==> src/design/servo_command_packet_framer_assert.svh <==
// Assertion macros used by the servo command packet framer top level.
`ifndef SERVO_COMMAND_PACKET_FRAMER_ASSERT_SVH
`define SERVO_COMMAND_PACKET_FRAMER_ASSERT_SVH

// Checks a property on every rising clock edge outside reset.
`define SCPF_ASSERT(label, prop, msg) \
  label: assert property (@(posedge clk) disable iff (!rst_n) (prop)) else $error(msg);

// Checks that the consequent holds in the cycle after the antecedent.
`define SCPF_ASSERT_NEXT(label, ante, cons, msg) \
  label: assert property (@(posedge clk) disable iff (!rst_n) (ante) |=> (cons)) \
    else $error(msg);

`endif

==> src/design/scpf_pkg.sv <==
// Package with the types and constants of the servo command packet framer.
package scpf_pkg;

  localparam int NUM_CELLS   = 8;
  localparam int NUM_SLICES  = 5;
  localparam int SLICE_W     = 7;
  localparam int EXT_W       = NUM_SLICES * SLICE_W;
  localparam int BYTE_W      = 8;
  localparam int ADDR_W      = 7;
  localparam int OPCODE_W    = 5;
  localparam int VALUE_W     = 32;
  localparam int GROUPS_W    = 3;

  localparam logic [BYTE_W-1:0] MARK_BIT = 8'h80;

  typedef struct packed {
    logic [OPCODE_W-1:0]       drive_opcode;
    logic signed [VALUE_W-1:0] value;
  } scpf_in_t;

  typedef struct packed {
    logic [BYTE_W-1:0] out_byte;
    logic              last_byte;
  } scpf_out_t;

  // Contents of one chain cell: occupied flag, checksum flag and the byte.
  typedef struct packed {
    logic              occ;
    logic              last;
    logic [BYTE_W-1:0] data;
  } scpf_cell_t;

  typedef struct packed {
    logic load;
    logic shift;
  } scpf_cell_ctl_t;

endpackage

==> src/design/scpf_cell.sv <==
// One cell of the byte chain: holds a packet byte and takes its neighbour's on a shift.
module scpf_cell (
  input  logic                  clk,
  input  logic                  rst_n,
  input  scpf_pkg::scpf_cell_ctl_t ctl,
  input  scpf_pkg::scpf_cell_t  load_val,
  input  scpf_pkg::scpf_cell_t  nbr_val,
  output scpf_pkg::scpf_cell_t  q
);
  import scpf_pkg::*;

  logic              occ_r;
  logic              last_r;
  logic [BYTE_W-1:0] data_r;

  always_ff @(posedge clk) begin
    if (!rst_n) begin
      occ_r <= 1'b0;
    end else if (ctl.load) begin
      occ_r <= load_val.occ;
    end else if (ctl.shift) begin
      occ_r <= nbr_val.occ;
    end
  end

  // The payload needs no reset; the occupied flag qualifies it.
  always_ff @(posedge clk) begin
    if (ctl.load) begin
      last_r <= load_val.last;
      data_r <= load_val.data;
    end else if (ctl.shift) begin
      last_r <= nbr_val.last;
      data_r <= nbr_val.data;
    end
  end

  assign q = '{occ: occ_r, last: last_r, data: data_r};

endmodule

==> src/design/scpf_loader.sv <==
// Lays out a command packet across the chain cells, with the checksum slot left open.
module scpf_loader (
  input  scpf_pkg::scpf_in_t                      in_data,
  input  logic [scpf_pkg::ADDR_W-1:0]             device_address,
  output scpf_pkg::scpf_cell_t [scpf_pkg::NUM_CELLS-1:0] load_cells
);
  import scpf_pkg::*;

  logic [EXT_W-1:0]    ext;
  logic [SLICE_W-1:0]  slices [NUM_SLICES];
  logic [GROUPS_W-1:0] n;
  logic                sgn;

  assign sgn = in_data.value[VALUE_W-1];
  assign ext = {{(EXT_W-VALUE_W){sgn}}, in_data.value};

  always_comb begin
    for (int s = 0; s < NUM_SLICES; s++) begin
      slices[s] = ext[s*SLICE_W +: SLICE_W];
    end
  end

  // Fewest extra groups: the value fits when the top bit of the top kept slice
  // and all bits above it are copies of the sign bit.
  always_comb begin
    priority if (in_data.value[31:27] != {5{sgn}}) begin
      n = 3'd4;
    end else if (in_data.value[31:20] != {12{sgn}}) begin
      n = 3'd3;
    end else if (in_data.value[31:13] != {19{sgn}}) begin
      n = 3'd2;
    end else if (in_data.value[31:6] != {26{sgn}}) begin
      n = 3'd1;
    end else begin
      n = 3'd0;
    end
  end

  always_comb begin
    load_cells = '0;
    load_cells[0] = '{occ: 1'b1, last: 1'b0, data: {1'b0, device_address}};
    // With five groups the length field carries out of the byte and is lost.
    load_cells[1] = '{occ: 1'b1, last: 1'b0,
                      data: BYTE_W'(MARK_BIT + {n, 5'b0} + {3'b0, in_data.drive_opcode})};
    for (int k = 2; k < NUM_CELLS; k++) begin
      if (GROUPS_W'(k-2) <= n) begin
        load_cells[k] = '{occ: 1'b1, last: 1'b0,
                          data: {1'b1, slices[GROUPS_W'(n - GROUPS_W'(k-2))]}};
      end else if (4'(k-2) == ({1'b0, n} + 4'd1)) begin
        load_cells[k] = '{occ: 1'b1, last: 1'b1, data: MARK_BIT};
      end
    end
  end

endmodule

==> src/design/servo_command_packet_framer.sv <==
// Top level of the servo command packet framer: byte chain, checksum and configuration.
//
//   channel | direction | payload                      | handshake
//   in_     | input     | drive_opcode, value          | in_valid / in_ready
//   out_    | output    | out_byte, last_byte          | out_valid / out_ready
//   cfg_    | input     | device_address (7 bits)      | cfg_valid / cfg_ready
//
// A command of n extra groups becomes n+4 bytes (4 to 8), sent one per cycle
// from the head of an eight-cell chain while out_ready is high.
// The next command is taken in the same cycle as the checksum byte leaves.
// Reset (rst_n low, synchronous) empties the chain and clears the address.
// A stalled output simply freezes the chain; nothing is lost.
module servo_command_packet_framer (
  input  logic                         clk,
  input  logic                         rst_n,
  input  logic                         in_valid,
  output logic                         in_ready,
  input  scpf_pkg::scpf_in_t           in_data,
  output logic                         out_valid,
  input  logic                         out_ready,
  output scpf_pkg::scpf_out_t          out_data,
  input  logic                         cfg_valid,
  output logic                         cfg_ready,
  input  logic [scpf_pkg::ADDR_W-1:0]  cfg_data
);
  import scpf_pkg::*;

  `include "servo_command_packet_framer_assert.svh"

  logic [ADDR_W-1:0]             device_address_r;
  logic [SLICE_W-1:0]            sum_r;
  logic [SLICE_W-1:0]            sum_nxt;
  scpf_cell_t [NUM_CELLS-1:0]    load_cells;
  scpf_cell_t [NUM_CELLS-1:0]    cells;
  scpf_cell_ctl_t                ctl;
  logic [NUM_CELLS-1:0]          occ_vec;
  logic [NUM_CELLS-1:0]          last_vec;
  logic                          head_last;
  logic                          in_xfer;
  logic                          out_xfer;

  // The configuration register can always take a write.
  assign cfg_ready = 1'b1;

  always_ff @(posedge clk) begin
    if (!rst_n) begin
      device_address_r <= '0;
    end else if (cfg_valid && cfg_ready) begin
      device_address_r <= cfg_data;
    end
  end

  scpf_loader u_loader (
    .in_data        (in_data),
    .device_address (device_address_r),
    .load_cells     (load_cells)
  );

  // The chain drains towards cell 0, so an empty head means an empty chain.
  // A new command may also enter while the checksum byte is being taken.
  assign head_last = cells[0].last;
  assign out_valid = cells[0].occ;
  assign out_xfer  = out_valid && out_ready;
  assign in_ready  = !cells[0].occ || (head_last && out_ready);
  assign in_xfer   = in_valid && in_ready;

  assign ctl = '{load: in_xfer, shift: out_xfer};

  for (genvar k = 0; k < NUM_CELLS; k++) begin : g_chain
    scpf_cell_t nbr;
    if (k == NUM_CELLS-1) begin : g_tail
      assign nbr = '0;
    end else begin : g_body
      assign nbr = cells[k+1];
    end
    scpf_cell u_cell (
      .clk      (clk),
      .rst_n    (rst_n),
      .ctl      (ctl),
      .load_val (load_cells[k]),
      .nbr_val  (nbr),
      .q        (cells[k])
    );
    assign occ_vec[k]  = cells[k].occ;
    assign last_vec[k] = cells[k].last;
  end

  // The running sum gathers the low seven bits of every byte as it leaves the
  // head. When the checksum slot reaches the head, its byte is the mark bit
  // over that sum, which is the packet total modulo 128.
  always_comb begin
    sum_nxt = sum_r;
    if (in_xfer) begin
      sum_nxt = '0;
    end else if (out_xfer && !head_last) begin
      sum_nxt = SLICE_W'(sum_r + cells[0].data[SLICE_W-1:0]);
    end
  end

  always_ff @(posedge clk) begin
    if (!rst_n) begin
      sum_r <= '0;
    end else begin
      sum_r <= sum_nxt;
    end
  end

  assign out_data.out_byte  = head_last ? {1'b1, sum_r} : cells[0].data;
  assign out_data.last_byte = head_last;

  // Occupied cells always form an unbroken run starting at the head.
  `SCPF_ASSERT(a_chain_packed, ((occ_vec + NUM_CELLS'(1)) & occ_vec) == '0,
    "chain has a gap between occupied cells")

  // A non-empty chain holds exactly one checksum slot.
  `SCPF_ASSERT(a_one_checksum,
    $countones(occ_vec & last_vec) == (occ_vec[0] ? 1 : 0),
    "chain does not hold exactly one checksum slot")

  // Every accepted command starts with its address byte at the head.
  `SCPF_ASSERT_NEXT(a_load_head, in_xfer,
    out_valid && !head_last && (cells[0].data == {1'b0, $past(device_address_r)}),
    "address byte missing after command transaction")

  // Each data byte taken adds its low bits into the running sum.
  `SCPF_ASSERT_NEXT(a_sum_update, out_xfer && !head_last,
    sum_r == SLICE_W'($past(sum_r) + $past(cells[0].data[SLICE_W-1:0])),
    "running sum not updated after byte transaction")

endmodule

==> config.mk <==
export PLATFORM = sky130hd
export DESIGN_NAME = servo_command_packet_framer
export DESIGN_NICKNAME = d
export VERILOG_FILES = /design/src/design/scpf_pkg.sv /design/src/design/scpf_cell.sv /design/src/design/scpf_loader.sv /design/src/design/servo_command_packet_framer.sv
export VERILOG_INCLUDE_DIRS = /design/src /design/src/design
export SDC_FILE = /design/constraint.sdc
export NUM_CORES = 1
export LEC_CHECK = 0
export BUFFER_PORTS_ARGS = -buffer_cell sky130_fd_sc_hd__buf_2
export CAP_MARGIN = 20
export CORE_MARGIN = 2
export CORE_UTILIZATION = 40
export CTS_CLUSTER_SIZE = 20
export DETAILED_ROUTE_END_ITERATION = 10
export GPL_TIMING_DRIVEN = 0
export SLEW_MARGIN = 25
export SYNTH_ARGS = -nofsm -noshare
export SYNTH_HDL_FRONTEND = slang
export SYNTH_SLANG_ARGS = --single-unit
==> constraint.sdc <==
create_clock -name clk -period 3.25 [get_ports clk]
set_clock_uncertainty 0.2 [all_clocks]
set_input_delay 0.325 -clock clk [delete_from_list [all_inputs] [get_ports clk]]
set_output_delay 0.325 -clock clk [all_outputs]
set_load 0.005 [all_outputs]
==> summary.txt <==
Timing
  • Slew margin rel.: 0.529
  • RSZ-0062 raised after global routing: true
  • # setup viols final: 0
  • Least-Margin Pin Slew: 0.707 ns
  • F_max: 0.310 GHz
  • Period minus WS final: 3.22 ns
  • Fin. Hold Viols: 0
  • Final critical-path share of the clock period: 0.992
  • Max-slew violation count: 0
  • Hold Slack: 0.0362 ns

Synth
  • Sequential share of the synthesized area: 0.488
  • Post-synthesis sequential element count: 94
  • Cell count after synthesis: 503
  • Syn_area_per_cell: 10.5 sq um
  • Top cells by area, synth: edfxtp_1, dfxtp_1, nand2_1
  • Area leader, netlist: edfxtp_1
  • Post-synth top flop: edfxtp_1
  • Synth top area share: 0.393
  • Distinct cells, synth: 72
  • Synthesis Warnings: 0
  • Async set-or-reset flop fraction in the synthesized netlist: 0
  • Cell area after synthesis: 5280 sq um
  • Number of flops mapped to enable cells by yosys: 69

Finish
  • Util after Layout: 0.491
  • Nets: 645
  • Area Growth Syn to Fin: 18.5%
  • Finished Cell Area: 6250 sq um
  • ANT cells: 0
  • Number of fill cells: 1218
  • Layout cell share with drive strength beyond 1: 0.239
  • Fin cells: 762

Setup path
  • Worst R2R Start: g_chain[0].u_cell.occ_r$_SDFFE_PN0P_
  • Crit Path Max Fanout: 12
  • Crit Path Category: primary input to register
  • CP arrival: 3.24 ns
  • Critical-path top delay cell: or4_4
  • Crit-path cells: buf_2 -> or4_4 -> o32a_4 -> o21ai_1 -> buf_4 -> ha_2 -> xnor2_1 -> a211o_1 -> a311oi_1 -> a21o_1
  • Delay of the slowest cell on the worst path: 0.55 ns
  • Crit path from: in_data[21]
  • Worst setup SP type: primary input
  • Kind of end point of the critical path: register
  • Critical Path RT: 3.27 ns

Placement
  • HPWL after DPL: 10300 um
  • GPL Wtd Cong: 0.927
  • IO Port Bufs: 57
  • Dpl cells: 739
  • DP Area: 5840 sq um

Route
  • First DRT Iteration DRCs: 331
  • Antenna-violating nets left: 0
  • Drt first pass iters: 5
  • DR vias/cell: 5.51
  • DRC Markers: 0
  • Final wirelength: 14100 um
  • Vias: 4202
  • WL per Instance: 18.5 um

Clock network
  • Clk sinks: 94
  • Clock Path Buffers: 2
  • CTS tree: built
  • CTS Hold Buffers Added: 0
  • Skew-Pair Late Insertion Delay: 0.34 ns
  • Clk root buf: clkbuf_16
  • H-tree levels: 3
  • Total CTS buffers: 9
  • Reg clk slew, reported paths: 0.07 ns

Power and ir drop
  • Static leakage: 2.53 nW
  • Peak VDD IR: 0.000308 V
  • Cell Pwr Density: 484 nW/um^2

Global route
  • Grt ovf: 0
  • Total GRT Usage: 0.206
  • Largest net degree at the start of global routing: 55
  • First-pass GRT wire length: 22500 um
  • Initial antenna violation count: 0
  • Vias in the first global route: 4117

Floorplan
  • Die Wd: 119 um
  • Rows: 41
  • Die area: 14100 sq um
  • Height of the chip: 119 um
  • Num ports: 61
  • Core area: 12700 sq um
  • Initial Util: 0.415

Run
  • Number of max-cap violations: 0

Hold path
  • Hold Crit Class: primary input to register
  • Hold path startpoint: cfg_data[0]

Outcome
  • Outcome: finished, final reports clean
repair_timing:
item                       CTS  global route
resized for setup            4            14
setup endpoints to repair   71            70
cloned                       0             0
buffers inserted             3             4
pin swaps                    3             3
cell usage in the layout (no fill, tap or decap), types with 10 or more instances in the layout:
| cell | Yosys | routed |
|---|---|---|
| o21ai_0 | 17 | 16 |
| edfxtp_1 | 69 | 69 |
| mux2_2 | 15 | 15 |
| dfxtp_1 | 25 | 25 |
| a21oi_1 | 12 | 12 |
| clkbuf_1 | 14 | 13 |
| mux2i_1 | 31 | 31 |
| nor2_1 | 29 | 28 |
| nand2_1 | 101 | 100 |
| clkbuf_16 | 0 | 10 |
| nand3_1 | 13 | 13 |
| buf_4 | 3 | 11 |
| buf_2 | 2 | 59 |
final timing paths:
check                                                  end  slack (ns)  cells after the start
hold reg to reg   g_chain[0].u_cell.data_r[7]$_SDFFE_PP0P_        0.25                      2
setup / recovery     g_chain[3].u_cell.data_r[6]$_DFFE_PP_        0.03                     10
setup reg to reg     g_chain[5].u_cell.data_r[4]$_DFFE_PP_        0.36                      7
hold / removal            device_address_r[0]$_SDFFE_PN0P_        0.04                      3
cells in the mapped netlist (6+ instances only):
cell / count
nand2_1: 101
edfxtp_1: 69
mux2i_1: 31
nor2_1: 29
dfxtp_1: 25
o21ai_0: 17
mux2_2: 15
clkbuf_1: 14
nand3_1: 13
a21oi_1: 12
ha_1: 10
inv_1: 10
nand4_1: 9
nor2b_1: 9
o21ai_1: 7
a21o_1: 6
buf_1: 6
mux4_2: 6
or2_2: 6
flip-flops by register name (all words and copies together), names as in the netlist:
register	count
g_chain.u_cell.occ_r	8
g_chain.u_cell.data_r	64
device_address_r	7
sum_r	7
g_chain.u_cell.last_r	8
power by group:
part,internal [mW],switching (mW)
Sequential,1.44,0.0406
Combinational,0.200,0.292
Clock,0.591,0.463
cell type report:
type	count	area, sq um	area share
plain buffers	26	128	0.0204
clock buffers	11	264	0.0423
clock inverters	5	36.3	0.00581
inverters	12	47.5	0.00761
multi-input cells	377	2620	0.419
flip-flops and latches	94	2570	0.412
well taps	172	215	0.0344
repair buffers	65	365	0.0585
cell families after synthesis:
logic type      Yosys count  share of synthesized area
other cells               2                    0.00142
buf+inv                  38                     0.0315
fa+ha+maj                11                     0.0275
flops                    94                      0.488
simple gates            197                      0.171
compound gates           99                      0.142
mux                      57                      0.131
xor+xnor                  5                    0.00830
metrics by stage:
stage | worst slack [ns] | setup TNS [ns] | power [mW]
2_1_floorplan | 0.00791 | 0 | 1.80
3_3_place_gp | -0.996 | -79.37 | 1.97
3_5_place_dp | -0.736 | -21.76 | 1.99
4_1_cts | 0.00619 | 0 | 3.04
5_1_grt | -0.0498 | -0.0572 | 3.15
6_report | 0.0261 | 0 | 3.03
critical path, delay by kind of cell:
kind                     cells  cell delay [ns]
adder cells (fa/ha/maj)      1             0.30
AO/OA/AOI/OAI                5             1.47
XOR/XNOR                     1             0.18
AND/OR/NAND/NOR              1             0.55
buffers and inverters        2             0.41
per-layer routing:
metal / global-route usage / up-vias / routed length [um]
li1: - / 2024 / -
met1: 0.267 / 2008 / 6200
met2: 0.349 / 146 / 6790
met3: 0.0431 / 24 / 760
met4: 0.0543 / 0 / 308
met5: 0 / - / 0
No activity file was read; power rests on OpenSTA's default activity.
